--- src/finite_difference_derivative_core_defines.svh ---
// assertion macros shared by the derivative core modules
`ifndef FINITE_DIFFERENCE_DERIVATIVE_CORE_DEFINES_SVH
`define FINITE_DIFFERENCE_DERIVATIVE_CORE_DEFINES_SVH

// condition holds in the same cycle as the trigger
`define FDD_ASSERT_SAME(lbl, pre, post, msg) \
  lbl: assert property (@(posedge clk_i) disable iff (!rst_ni) (pre) |-> (post)) \
    else $error(msg);

// condition holds in the cycle after the trigger
`define FDD_ASSERT_NEXT(lbl, pre, post, msg) \
  lbl: assert property (@(posedge clk_i) disable iff (!rst_ni) (pre) |=> (post)) \
    else $error(msg);

`endif

--- src/fdd_pkg.sv ---
package fdd_pkg;

  // field widths fixed by the word formats
  localparam int unsigned VALUE_WIDTH   = 32;
  localparam int unsigned FRAC_BITS_DEF = 16;
  localparam int unsigned CFG_IDX_W     = 2;

  // config register indexes
  localparam logic [CFG_IDX_W-1:0] CFG_MODE    = 2'd0;
  localparam logic [CFG_IDX_W-1:0] CFG_UNIFORM = 2'd1;
  localparam logic [CFG_IDX_W-1:0] CFG_STEP    = 2'd2;

  // difference schemes
  localparam logic [1:0] MODE_CENTRAL  = 2'd0;
  localparam logic [1:0] MODE_FORWARD  = 2'd1;
  localparam logic [1:0] MODE_BACKWARD = 2'd2;

  // step reset value, 1.0 in Q16.16
  localparam logic [VALUE_WIDTH-1:0] STEP_RESET = 32'h0001_0000;

  // samples held in the history
  localparam logic [1:0] SEEN_NONE = 2'd0;
  localparam logic [1:0] SEEN_ONE  = 2'd1;
  localparam logic [1:0] SEEN_TWO  = 2'd2;

  typedef struct packed {
    logic signed [VALUE_WIDTH-1:0] f_value;
    logic signed [VALUE_WIDTH-1:0] x_value;
    logic                          last_sample;
  } in_word_t;

  typedef struct packed {
    logic signed [VALUE_WIDTH-1:0] derivative;
    logic                          divide_by_zero;
    logic                          overflow;
    logic                          too_short;
    logic                          last_result;
  } out_word_t;

  typedef enum logic [1:0] {
    ST_IDLE,
    ST_DIV_FIRST,
    ST_DIV_LAST,
    ST_SHORT
  } fdd_state_e;

  typedef enum logic [1:0] {
    DV_IDLE,
    DV_RUN,
    DV_DONE
  } div_state_e;

  // which sample pair forms the difference
  typedef enum logic [1:0] {
    SEL_NEW_P0,
    SEL_P0_P1,
    SEL_NEW_P1
  } sel_e;

  typedef struct packed {
    logic [VALUE_WIDTH:0] num_mag;
    logic                 num_neg;
    logic [VALUE_WIDTH:0] den_mag;
    logic                 den_neg;
  } operand_t;

  typedef struct packed {
    logic                          busy;
    logic                          done;
    logic signed [VALUE_WIDTH-1:0] derivative;
    logic                          divide_by_zero;
    logic                          overflow;
  } div_status_t;

endpackage

--- src/fdd_operand.sv ---
module fdd_operand
  import fdd_pkg::*;
(
  input  sel_e                          sel_i,
  input  logic signed [VALUE_WIDTH-1:0] f_new_i,
  input  logic signed [VALUE_WIDTH-1:0] x_new_i,
  input  logic signed [VALUE_WIDTH-1:0] f_p0_i,
  input  logic signed [VALUE_WIDTH-1:0] x_p0_i,
  input  logic signed [VALUE_WIDTH-1:0] f_p1_i,
  input  logic signed [VALUE_WIDTH-1:0] x_p1_i,
  input  logic                          uniform_i,
  input  logic signed [VALUE_WIDTH-1:0] step_i,
  output operand_t                      operand_o
);

  logic [VALUE_WIDTH-1:0] fa, fb, xa, xb;
  logic [VALUE_WIDTH:0]   f_diff, x_diff, step_ext;
  logic [VALUE_WIDTH:0]   f_mag, x_mag, step_mag;
  logic [VALUE_WIDTH:0]   one_ext;

  assign one_ext = {{VALUE_WIDTH{1'b0}}, 1'b1};

  // pick the sample pair
  always_comb begin
    case (sel_i)
      SEL_P0_P1: begin
        fa = f_p0_i;
        fb = f_p1_i;
        xa = x_p0_i;
        xb = x_p1_i;
      end
      SEL_NEW_P1: begin
        fa = f_new_i;
        fb = f_p1_i;
        xa = x_new_i;
        xb = x_p1_i;
      end
      default: begin
        fa = f_new_i;
        fb = f_p0_i;
        xa = x_new_i;
        xb = x_p0_i;
      end
    endcase
  end

  // exact differences, one extra bit so nothing wraps
  assign f_diff   = {fa[VALUE_WIDTH-1], fa} - {fb[VALUE_WIDTH-1], fb};
  assign x_diff   = {xa[VALUE_WIDTH-1], xa} - {xb[VALUE_WIDTH-1], xb};
  assign step_ext = {step_i[VALUE_WIDTH-1], step_i};

  // sign and magnitude
  assign f_mag    = f_diff[VALUE_WIDTH] ? (~f_diff) + one_ext : f_diff;
  assign x_mag    = x_diff[VALUE_WIDTH] ? (~x_diff) + one_ext : x_diff;
  assign step_mag = step_ext[VALUE_WIDTH] ? (~step_ext) + one_ext : step_ext;

  // divisor: step (doubled over two intervals) or x difference
  always_comb begin
    operand_o.num_mag = f_mag;
    operand_o.num_neg = f_diff[VALUE_WIDTH];
    if (uniform_i) begin
      operand_o.den_neg = step_ext[VALUE_WIDTH];
      if (sel_i == SEL_NEW_P1) begin
        operand_o.den_mag = {step_mag[VALUE_WIDTH-1:0], 1'b0};
      end else begin
        operand_o.den_mag = step_mag;
      end
    end else begin
      operand_o.den_mag = x_mag;
      operand_o.den_neg = x_diff[VALUE_WIDTH];
    end
  end

endmodule

--- src/fdd_serdiv.sv ---
`include "finite_difference_derivative_core_defines.svh"

module fdd_serdiv
  import fdd_pkg::*;
#(
  parameter int unsigned FRAC_BITS = FRAC_BITS_DEF
) (
  input  logic        clk_i,
  input  logic        rst_ni,
  input  logic        start_i,
  input  operand_t    operand_i,
  output div_status_t status_o
);

  localparam int unsigned W      = VALUE_WIDTH;
  localparam int unsigned N_ITER = W + 1 + FRAC_BITS;
  localparam int unsigned CNT_W  = $clog2(N_ITER);
  localparam logic [CNT_W-1:0] CNT_LAST = CNT_W'(N_ITER - 1);
  localparam logic [W-1:0] LIM  = {1'b1, {(W-1){1'b0}}};
  localparam logic [W-1:0] HALF = {2'b01, {(W-2){1'b0}}};

  div_state_e       state_q, state_d;
  logic [CNT_W-1:0] cnt_q, cnt_d;
  logic [W:0]       num_sr_q, num_sr_d;
  logic [W:0]       den_q, den_d;
  logic [W:0]       rem_q, rem_d;
  logic [W-1:0]     quo_q, quo_d;
  logic             sat_q, sat_d;
  logic             sign_q, sign_d;
  logic             zero_q, zero_d;

  logic [W+1:0]     trial, trial_sub;
  logic             ge;
  logic             neg;

  // one quotient bit per cycle: bring down the next dividend bit
  assign trial     = {rem_q, num_sr_q[W]};
  assign ge        = trial >= {1'b0, den_q};
  assign trial_sub = trial - {1'b0, den_q};

  always_ff @(posedge clk_i or negedge rst_ni) begin
    if (!rst_ni) begin
      state_q <= DV_IDLE;
      cnt_q   <= '0;
    end else begin
      state_q <= state_d;
      cnt_q   <= cnt_d;
    end
  end

  always_ff @(posedge clk_i) begin
    num_sr_q <= num_sr_d;
    den_q    <= den_d;
    rem_q    <= rem_d;
    quo_q    <= quo_d;
    sat_q    <= sat_d;
    sign_q   <= sign_d;
    zero_q   <= zero_d;
  end

  // sequencer and datapath update
  always_comb begin
    state_d  = state_q;
    cnt_d    = cnt_q;
    num_sr_d = num_sr_q;
    den_d    = den_q;
    rem_d    = rem_q;
    quo_d    = quo_q;
    sat_d    = sat_q;
    sign_d   = sign_q;
    zero_d   = zero_q;
    case (state_q)
      DV_RUN: begin
        num_sr_d = {num_sr_q[W-1:0], 1'b0};
        rem_d    = ge ? trial_sub[W:0] : trial[W:0];
        if (!sat_q) begin
          if ((quo_q > HALF) || ((quo_q == HALF) && ge)) begin
            sat_d = 1'b1;
          end else begin
            quo_d = {quo_q[W-2:0], ge};
          end
        end
        if (cnt_q == '0) begin
          state_d = DV_DONE;
        end else begin
          cnt_d = cnt_q - 1'b1;
        end
      end
      default: begin
        if (start_i) begin
          num_sr_d = operand_i.num_mag;
          den_d    = operand_i.den_mag;
          rem_d    = '0;
          quo_d    = '0;
          sat_d    = 1'b0;
          sign_d   = operand_i.num_neg ^ operand_i.den_neg;
          zero_d   = (operand_i.den_mag == '0);
          cnt_d    = CNT_LAST;
          state_d  = (operand_i.den_mag == '0) ? DV_DONE : DV_RUN;
        end
      end
    endcase
  end

  // sign, saturation and zero divisor
  assign neg = sign_q && (quo_q != '0);

  always_comb begin
    status_o.busy           = (state_q == DV_RUN);
    status_o.done           = (state_q == DV_DONE);
    status_o.divide_by_zero = 1'b0;
    status_o.overflow       = 1'b0;
    if (zero_q) begin
      status_o.derivative     = '0;
      status_o.divide_by_zero = 1'b1;
    end else if (neg) begin
      if (sat_q) begin
        status_o.derivative = LIM;
        status_o.overflow   = 1'b1;
      end else begin
        status_o.derivative = (~quo_q) + {{(W-1){1'b0}}, 1'b1};
      end
    end else if (sat_q || (quo_q == LIM)) begin
      status_o.derivative = ~LIM;
      status_o.overflow   = 1'b1;
    end else begin
      status_o.derivative = quo_q;
    end
  end

  `FDD_ASSERT_SAME(a_start_not_running, start_i, state_q != DV_RUN, "divider restarted mid-run")
  `FDD_ASSERT_SAME(a_cnt_range, state_q == DV_RUN, cnt_q <= CNT_LAST, "bit counter out of range")
  `FDD_ASSERT_SAME(a_zero_no_sat, (state_q == DV_DONE) && zero_q, !sat_q, "zero divisor saturated")

endmodule

--- src/finite_difference_derivative_core.sv ---
// channel | direction | handshake            | word
// in      | input     | in_valid_i/in_stall_o | in_i: f_value, x_value, last_sample
// out     | output    | out_valid_o/out_stall_i | out_o: derivative and flags
// cfg     | input     | cfg_valid_i/cfg_ready_o | cfg_index_i, cfg_data_i
//
// the serial divider retires one quotient bit per cycle while running; a zero divisor skips
// the run and goes straight to done; the input frees in the cycle after the word's last quotient
// is loaded into the output register: one quotient for a word, two for a final sample; a first
// sample does not stall the input, and a single-sample sequence waits only for its too_short word
// reset is asynchronous: config returns to reset values and the sample count clears
// a stalled output holds its word; a finished quotient waits in the divider, input stays stalled
`include "finite_difference_derivative_core_defines.svh"

module finite_difference_derivative_core
  import fdd_pkg::*;
#(
  parameter int unsigned FRAC_BITS = FRAC_BITS_DEF
) (
  input  logic                   clk_i,
  input  logic                   rst_ni,
  input  logic                   in_valid_i,
  output logic                   in_stall_o,
  input  in_word_t               in_i,
  output logic                   out_valid_o,
  input  logic                   out_stall_i,
  output out_word_t              out_o,
  input  logic                   cfg_valid_i,
  output logic                   cfg_ready_o,
  input  logic [CFG_IDX_W-1:0]   cfg_index_i,
  input  logic [VALUE_WIDTH-1:0] cfg_data_i
);

  fdd_state_e state_q, state_d;
  logic [1:0] seen_q, seen_d;
  logic [1:0] mode_q;
  logic       uniform_q;
  logic signed [VALUE_WIDTH-1:0] step_q;

  logic signed [VALUE_WIDTH-1:0] f_q, x_q;
  logic                          last_q;
  logic signed [VALUE_WIDTH-1:0] f_p0_q, x_p0_q, f_p1_q, x_p1_q;

  out_word_t out_q, out_word;
  logic      out_valid_q;

  logic        in_accept, slot_free, load_out;
  logic        capture, hist_load, hist_shift, div_start;
  sel_e        sel, first_sel;
  logic signed [VALUE_WIDTH-1:0] f_new, x_new;
  operand_t    operand;
  div_status_t div_status;

  assign in_stall_o  = (state_q != ST_IDLE);
  assign in_accept   = in_valid_i && !in_stall_o;
  assign slot_free   = !out_valid_q || !out_stall_i;
  assign cfg_ready_o = 1'b1;
  assign out_valid_o = out_valid_q;
  assign out_o       = out_q;

  // config registers
  always_ff @(posedge clk_i or negedge rst_ni) begin
    if (!rst_ni) begin
      mode_q    <= MODE_CENTRAL;
      uniform_q <= 1'b0;
      step_q    <= STEP_RESET;
    end else if (cfg_valid_i && cfg_ready_o) begin
      case (cfg_index_i)
        CFG_MODE:    mode_q    <= cfg_data_i[1:0];
        CFG_UNIFORM: uniform_q <= cfg_data_i[0];
        CFG_STEP:    step_q    <= cfg_data_i;
        default:     ;
      endcase
    end
  end

  // control state
  always_ff @(posedge clk_i or negedge rst_ni) begin
    if (!rst_ni) begin
      state_q     <= ST_IDLE;
      seen_q      <= SEEN_NONE;
      out_valid_q <= 1'b0;
    end else begin
      state_q <= state_d;
      seen_q  <= seen_d;
      if (load_out) begin
        out_valid_q <= 1'b1;
      end else if (!out_stall_i) begin
        out_valid_q <= 1'b0;
      end
    end
  end

  // sample history and held input word
  always_ff @(posedge clk_i) begin
    if (capture) begin
      f_q    <= in_i.f_value;
      x_q    <= in_i.x_value;
      last_q <= in_i.last_sample;
    end
    if (hist_load) begin
      f_p0_q <= in_i.f_value;
      x_p0_q <= in_i.x_value;
    end else if (hist_shift) begin
      f_p1_q <= f_p0_q;
      x_p1_q <= x_p0_q;
      f_p0_q <= f_q;
      x_p0_q <= x_q;
    end
    if (load_out) begin
      out_q <= out_word;
    end
  end

  // difference scheme of the first quotient
  always_comb begin
    if (seen_q == SEEN_ONE) begin
      first_sel = SEL_NEW_P0;
    end else begin
      case (mode_q)
        MODE_FORWARD:  first_sel = SEL_NEW_P0;
        MODE_BACKWARD: first_sel = SEL_P0_P1;
        MODE_CENTRAL:  first_sel = SEL_NEW_P1;
        default:       first_sel = SEL_NEW_P1;
      endcase
    end
  end

  assign sel   = (state_q == ST_IDLE) ? first_sel : SEL_NEW_P0;
  assign f_new = (state_q == ST_IDLE) ? in_i.f_value : f_q;
  assign x_new = (state_q == ST_IDLE) ? in_i.x_value : x_q;

  fdd_operand u_operand (
    .sel_i     (sel),
    .f_new_i   (f_new),
    .x_new_i   (x_new),
    .f_p0_i    (f_p0_q),
    .x_p0_i    (x_p0_q),
    .f_p1_i    (f_p1_q),
    .x_p1_i    (x_p1_q),
    .uniform_i (uniform_q),
    .step_i    (step_q),
    .operand_o (operand)
  );

  fdd_serdiv #(
    .FRAC_BITS (FRAC_BITS)
  ) u_serdiv (
    .clk_i     (clk_i),
    .rst_ni    (rst_ni),
    .start_i   (div_start),
    .operand_i (operand),
    .status_o  (div_status)
  );

  // sequencer
  always_comb begin
    state_d    = state_q;
    seen_d     = seen_q;
    capture    = 1'b0;
    hist_load  = 1'b0;
    hist_shift = 1'b0;
    div_start  = 1'b0;
    load_out   = 1'b0;
    out_word                = '0;
    out_word.derivative     = div_status.derivative;
    out_word.divide_by_zero = div_status.divide_by_zero;
    out_word.overflow       = div_status.overflow;
    case (state_q)
      ST_IDLE: begin
        if (in_accept) begin
          capture = 1'b1;
          if (seen_q == SEEN_NONE) begin
            if (in_i.last_sample) begin
              state_d = ST_SHORT;
            end else begin
              hist_load = 1'b1;
              seen_d    = SEEN_ONE;
            end
          end else begin
            div_start = 1'b1;
            state_d   = ST_DIV_FIRST;
          end
        end
      end
      ST_DIV_FIRST: begin
        if (div_status.done && slot_free) begin
          load_out = 1'b1;
          if (last_q) begin
            div_start = 1'b1;
            state_d   = ST_DIV_LAST;
          end else begin
            hist_shift = 1'b1;
            seen_d     = SEEN_TWO;
            state_d    = ST_IDLE;
          end
        end
      end
      ST_DIV_LAST: begin
        out_word.last_result = 1'b1;
        if (div_status.done && slot_free) begin
          load_out = 1'b1;
          seen_d   = SEEN_NONE;
          state_d  = ST_IDLE;
        end
      end
      ST_SHORT: begin
        out_word             = '0;
        out_word.too_short   = 1'b1;
        out_word.last_result = 1'b1;
        if (slot_free) begin
          load_out = 1'b1;
          seen_d   = SEEN_NONE;
          state_d  = ST_IDLE;
        end
      end
      default: begin
        state_d = ST_IDLE;
      end
    endcase
  end

  `FDD_ASSERT_SAME(a_no_overwrite, load_out, slot_free, "output word overwritten")
  `FDD_ASSERT_SAME(a_idle_div_quiet, state_q == ST_IDLE, !div_status.busy, "divider busy while idle")
  `FDD_ASSERT_NEXT(a_last_clears, load_out && out_word.last_result, seen_q == SEEN_NONE, "count kept after last")

endmodule

--- config.mk ---
export PLATFORM = sky130hd
export DESIGN_NAME = finite_difference_derivative_core
export DESIGN_NICKNAME = d
export VERILOG_FILES = /design/src/fdd_pkg.sv /design/src/fdd_operand.sv /design/src/fdd_serdiv.sv /design/src/finite_difference_derivative_core.sv
export VERILOG_INCLUDE_DIRS = /design/src /design/src/src
export SDC_FILE = /design/constraint.sdc
export NUM_CORES = 1
export LEC_CHECK = 0
export BUFFER_PORTS_ARGS = -buffer_cell sky130_fd_sc_hd__buf_2
export CAP_MARGIN = 20
export CORE_MARGIN = 8
export CORE_UTILIZATION = 57
export CTS_CLUSTER_SIZE = 30
export DETAILED_ROUTE_END_ITERATION = 12
export GPL_ROUTABILITY_DRIVEN = 1
export PLACE_DENSITY = 0.82
export RECOVER_POWER = 100
export SYNTH_ARGS = -nofsm -noshare
export SYNTH_HDL_FRONTEND = slang
export SYNTH_SLANG_ARGS = --single-unit
--- constraint.sdc ---
create_clock -name clk_i -period 6.4 [get_ports clk_i]
set_input_delay 1.28 -clock clk_i [delete_from_list [all_inputs] [get_ports clk_i]]
set_output_delay 1.28 -clock clk_i [all_outputs]
set_load 0.005 [all_outputs]
* Yosys cells after proc, flatten, opt, wreduce, memory -nomap -nowiden
Cells that the tools add are included.
** Storage, ports and cells
- Output and inout port bits :: 39
- Register bits :: 411
- Bits of input ports :: 104
** Cells by class
- $add $sub $neg :: 8
- Bitwise gates (word level) :: 7
- Magnitude comparators :: 2
- Reductions and logical operators :: 33
- Muxes and demuxes :: 80
- Equality and inequality tests :: 27
** Operators with widths (number)
- $mux W32 :: 17
- $mux W33 :: 9
- $add A33 B1 Y33 const B :: 3
- $not A33 Y33 :: 3
- $sub A32 B32 Y33 :: 2
- $mux W2 :: 18
- $ge A34 B33 Y1 :: 1
- $mux W34 :: 1
- $logic_not A33 Y1 :: 1
- $sub A33 B33 Y33 :: 1
- $add A32 B1 Y32 const B :: 1
- $eq A32 B31 Y1 const B :: 1
- $eq A32 B32 Y1 const B :: 1
- $gt A32 B31 Y1 const B :: 1
- $not A32 Y32 :: 1
- $reduce_bool A32 Y1 :: 1
- $mux W1 :: 27
- $mux W6 :: 3
- $ne A2 B2 Y1 const B :: 9
- $pmux W2 S4 :: 2
- $reduce_and A2 Y1 :: 7
- $eq A2 B1 Y1 const B :: 6
- $eq A2 B2 Y1 const B :: 6
- $reduce_or A2 Y1 :: 4
- 16 further kinds :: 31

* Longest topological paths before layout
- Depth in word-level cells :: 16
- Depth in mapped cells :: 29
- Gate-level depth less buffers :: 24

* Modules after synthesis
From an unflattened synthesis, not the netlist that was laid out.
** Unflattened totals
- Cells, all modules :: 2769
- Area total of the unflattened synthesis :: 28203.3 µm²
** By module, submodules not included
- finite_difference_derivative_core :: instances 1, cells each 539, area each 10408.7 µm²
- fdd_serdiv :: instances 1, cells each 1007, area each 9168.8 µm²
- fdd_operand :: instances 1, cells each 1223, area each 8625.8 µm²

* Worst setup path before layout
OpenSTA, ideal clock, no wires.
- Kind :: reg2reg
- Start :: reg state_q[0]
- End :: reg u_serdiv.state_q[1]
- Data arrival time :: 6298 ps
- Clock period less this slack :: 6416 ps
- Required time :: 6282 ps
- Setup time :: 118 ps
- Slack :: -16 ps
- Stages on the path, launching flop included :: 26
- Path through :: dfrtp_1 inv_1 ha_1 clkbuf_1 inv_1 a21oi_1 nand2_1 ha_1 clkbuf_1 clkbuf_1 mux2i_1 fa_1 a21o_1 a21oi_1 xnor2_1 nor4_1 or3b_2 clkbuf_1 nor4_1 nand3_1 or4b_1 o311ai_0 a211oi_1 nand4b_1 o31ai_1 a21o_1
** RTL lines
- start: declaration :: RTL line finite_difference_derivative_core.sv:33 : fdd_state_e state_q, state_d;
- start signal: assignment :: RTL line finite_difference_derivative_core.sv:83 : state_q <= state_d;
- $reduce_bool A2 Y1 :: RTL line finite_difference_derivative_core.sv:53 : assign in_stall_o = (state_q != ST_IDLE);
- net in_stall_o :: RTL line finite_difference_derivative_core.sv:22 : output logic in_stall_o,
- $logic_not A1 Y1 :: RTL line finite_difference_derivative_core.sv:54 : assign in_accept = in_valid_i && !in_stall_o;
- $logic_and A1 B1 Y1 :: RTL line finite_difference_derivative_core.sv:54
- $mux W1 :: RTL line finite_difference_derivative_core.sv:170 : if (in_accept) begin
- $pmux W1 S2 :: RTL line finite_difference_derivative_core.sv:168 : case (state_q)
- $reduce_bool A2 Y1 (no source line)
- $reduce_and A2 Y1 (no source line)
- end signal: assignment :: RTL line fdd_serdiv.sv:46 : state_q <= state_d;
- end: declaration :: RTL line fdd_serdiv.sv:22 : div_state_e state_q, state_d;
The timed path passes the listed nets, and every way through them passes these cells. The select of a mux whose other input is x is not followed.
A chain may end at the register's enable or synchronous reset.

* Worst setup path after layout
- Start :: reg state_q[0]
- End :: reg u_serdiv.state_q[0]
** On the way
- Word-level cells in the longest chain between the ends :: 14
** RTL lines
- $logic_not A2 Y1 :: RTL line finite_difference_derivative_core.sv:128, finite_difference_derivative_core.sv:130, finite_difference_derivative_core.sv:168
- $mux W2 :: RTL line finite_difference_derivative_core.sv:128 : assign sel = (state_q == ST_IDLE) ? first_sel : SEL_NEW_P0;
- $eq A2 B1 Y1 or $eq A2 B2 Y1 (tied branches) :: RTL line fdd_operand.sv:25, fdd_operand.sv:63
- $reduce_or A2 Y1 (no source line)
- $mux W32 :: RTL line fdd_operand.sv:25 : case (sel_i)
- $sub A32 B32 Y33 :: RTL line fdd_operand.sv:49 : assign x_diff = {xa[VALUE_WIDTH-1], xa} - {xb[VALUE_WIDTH-1], xb};
- $not A33 Y33 :: RTL line fdd_operand.sv:54 : assign x_mag = x_diff[VALUE_WIDTH] ? (~x_diff) + one_ext : x_diff;
- $add A33 B1 Y33 :: RTL line fdd_operand.sv:54
- $mux W33 :: RTL line fdd_operand.sv:54
- $mux W34 :: RTL line fdd_operand.sv:61 : if (uniform_i) begin
- $logic_not A33 Y1 :: RTL line fdd_serdiv.sv:99 : state_d = (operand_i.den_mag == '0) ? DV_DONE : DV_RUN;
- $mux W2 :: RTL line fdd_serdiv.sv:99
- $mux W2 :: RTL line fdd_serdiv.sv:90 : if (start_i) begin
- $mux W2 :: RTL line fdd_serdiv.sv:72 : case (state_q)
Several ways; a longest one is shown, not always the timed one. The select of a mux whose other input is x is not followed.

==> flow_metrics.env <==
export IMPL_status="finished, violations left"
export IMPL_violations="capacitance limit, slew limit"
export IMPL_pin_count=143
export IMPL_cap_violations=12
export IMPL_ys_types=94
export IMPL_crit_fanout=25
export IMPL_ctsHtreeMaxLevel=2
export IMPL_ys_async_sr_fraction=0.117
export IMPL_numCtsBuffers=45
export IMPL_drc=0
export IMPL_clock_path_buffers=3
export IMPL_drt_initial_drc_count=1785
export IMPL_grt_overflow=0
export IMPL_final_setup_viol_count=0
export IMPL_period_minus_slack_ps=6160
export IMPL_cts_root_buf="clkbuf_16"
export IMPL_place_ws_ps=-36.6
export IMPL_r2r_end="u_serdiv.state_q[0]"
export IMPL_num_antenna_cells=0
export IMPL_report_final_slew_viol_count=526
export IMPL_fillers=3657
export IMPL_areaGrowthSynthToFinish_pct=11.0
export IMPL_hold_path_startpoint="x_p0_q[31]"
export IMPL_synthCells=2638
export IMPL_antenna_found_initial=0
export IMPL_synth_area_per_cell_um2=10.2
export IMPL_achievable_frequency_mhz=162
export IMPL_routed_wl_um=66700
export IMPL_first_global_vias=20400
export IMPL_initial_core_util=0.577
export IMPL_clk_pin_slew_worst_paths_ps=60
export IMPL_port_buffers=141
export IMPL_cts_hold_fix_buffers=0
export IMPL_use_met1=0.314
export IMPL_period_share=0.962
export IMPL_grt_use_total=0.236
export IMPL_row_count=79
export IMPL_fp_dieW_um=233
export IMPL_cts_sinks=411
export IMPL_r2r_slack_ps=240
export IMPL_fin_nets=2993
export IMPL_use_met2=0.396
export IMPL_dp_cells=3325
export IMPL_placed_area_mm2=0.0284
export IMPL_crit_required_ps=6880
export IMPL_vias=21200
export IMPL_synth_seq_cells=411
export IMPL_syn_area_mm2=0.0268
export IMPL_syn_nets=2856
export IMPL_fin_skew_ps=22.1
export IMPL_first_pass_iters=6
export IMPL_fin_area_mm2=0.0298
export IMPL_place_hpwl_um=47500
export IMPL_r2r_cells=26
export IMPL_fin_ws_ps=242
export IMPL_finalNonFillerCells=3416
export IMPL_ys_seq_area_frac=0.450
export IMPL_die_y_um=233
export IMPL_max_slew_margin=-1.64
export IMPL_tightest_slew_ps=3970
export IMPL_crit_arrival_ps=6640
export IMPL_finalHoldViolCount=0
export IMPL_grt_busiest_layer="met2"
export IMPL_end_kind="register"
export IMPL_met3_usage=0.0330
export IMPL_gp_congestion=0.984
export IMPL_avgViaCountPerCell=6.22
export IMPL_synth_ff_type="edfxtp_1"
export IMPL_min_to="x_p1_q[31]"
export IMPL_synth_warning_count=0
export IMPL_coreArea_mm2=0.0466
export IMPL_r2r_start="state_q[0]"
export IMPL_drive_gt1_frac=0.124
export IMPL_hold_path_class="register to register"
export IMPL_grt_max_degree=77
export IMPL_grt_pass1_wl_um=105000
export IMPL_synth_edff_count=362
export IMPL_whs_ps=481
export IMPL_clk_latency_ps=600
export IMPL_ant_nets=0
export IMPL_dieArea_mm2=0.0543
export IMPL_wl_per_cell_um=19.5
export IMPL_max_stage_delay_ps=540
export IMPL_cts_tree="done"
export IMPL_start_kind="register"
export IMPL_crit_slowest_cell="nor4_1"
export IMPL_critical_path_class="register to register"
export IMPL_holdPathStages=0
kinds of logic after synthesis:
logic type | Yosys count | share of synthesized area
AO/OA/AOI/OAI | 682 | 0.161
XOR/XNOR | 145 | 0.0473
adder cells (fa/ha/maj) | 114 | 0.0540
buffers and inverters | 215 | 0.0319
flip-flops | 411 | 0.450
multiplexers | 262 | 0.103
other | 1 | 0.000140
AND/OR/NAND/NOR | 808 | 0.153
cells in the final DEF (no fill, tap or decap), types with 62 or more instances in the layout:
master / count
a21oi_1: 165
inv_1: 84
nand2_1: 239
mux2i_1: 155
clkbuf_1: 123
xor2_1: 62
mux2_2: 106
edfxtp_1: 362
xnor2_1: 83
ha_1: 105
nor2_1: 177
o21ai_0: 208
synthesized netlist by cell type (35+ instances only):
cell / instances / area share
xnor2_1: 83 / 0.027
and2_1: 44 / 0.010
nand3_1: 44 / 0.0082
edfxtp_1: 362 / 0.40
inv_1: 87 / 0.012
mux2i_1: 155 / 0.058
nand2_1: 240 / 0.034
mux2_2: 107 / 0.045
nor2_1: 177 / 0.025
dfrtp_1: 47 / 0.044
xor2_1: 62 / 0.020
a21o_1: 47 / 0.013
ha_1: 111 / 0.052
o21ai_0: 208 / 0.039
a21oi_1: 165 / 0.031
a31oi_1: 35 / 0.0082
clkbuf_1: 92 / 0.013
nor3_1: 52 / 0.0097
per-layer routing:
layer	up-vias	share of wire
met4	0	0.027
met5	-	0
li1	10200	-
met1	10200	0.44
met2	735	0.47
met3	126	0.057
registers in the layout, summed over array words and instances (netlist names), 2 cells and up:
name               cells
out_o                 36
x_p1_q                32
mode_q                 2
u_serdiv.den_q        33
u_serdiv.quo_q        32
f_p0_q                32
x_p0_q                32
seen_q                 2
u_serdiv.state_q       2
u_serdiv.cnt_q         6
step_q                32
u_serdiv.rem_q        33
u_serdiv.num_sr_q     33
f_q                   32
state_q                2
x_q                   32
f_p1_q                32
worst max-delay path by stage:
stage	from	to	slack (ps)	depth (start not counted)
after floorplan	state_q[0]	u_serdiv.state_q[1]	120	28
after global placement	in_i[1]	u_serdiv.state_q[0]	140	21
after detailed placement	state_q[0]	u_serdiv.state_q[0]	-40	24
after CTS	state_q[0]	u_serdiv.state_q[0]	40	24
after global routing	state_q[0]	u_serdiv.state_q[0]	-30	26
final	state_q[0]	u_serdiv.state_q[0]	240	26
critical path: cells and delay by family, from the launching register on:
| family | cells | cell delay (ps) |
|---|---|---|
| xor gates and xnor gates | 1 | 230 |
| adders and majority gates | 4 | 990 |
| AOI/OAI and AO/OA | 9 | 2140 |
| muxes | 1 | 240 |
| buffers and inverters | 6 | 880 |
| and+or+nand+nor | 5 | 1140 |
| DFF | 1 | 410 |
area by class of cell:
class                   count  area (µm²)  area share
clock buffers              54        1160      0.0389
clock inverters            27         275     0.00924
inverters                  89         334      0.0112
multi-input cells        2012       14100       0.472
flip-flops and latches    411       12100       0.406
well taps                 607         759      0.0255
repair buffers            216        1110      0.0373
stage by stage:
step / setup TNS (ps) / util
after detailed placement: -58.0 / 0.609
after floorplan: 0 / -
after global placement: 0 / 0.609
after global routing: -46.9 / 0.640
after CTS: 0 / 0.641
final: 0 / 0.640
what timing repair did:
action,CTS,global route
cloned,0,1
pin swaps,0,5
endpoints found under the hold margin,0,0
buffers inserted,0,7
gates resized for setup,3,25
setup endpoints to repair,3,13
Power is left out: the tool's default activity adds up to more than one toggle a clock period on the data nets, which glitch-free logic cannot reach.
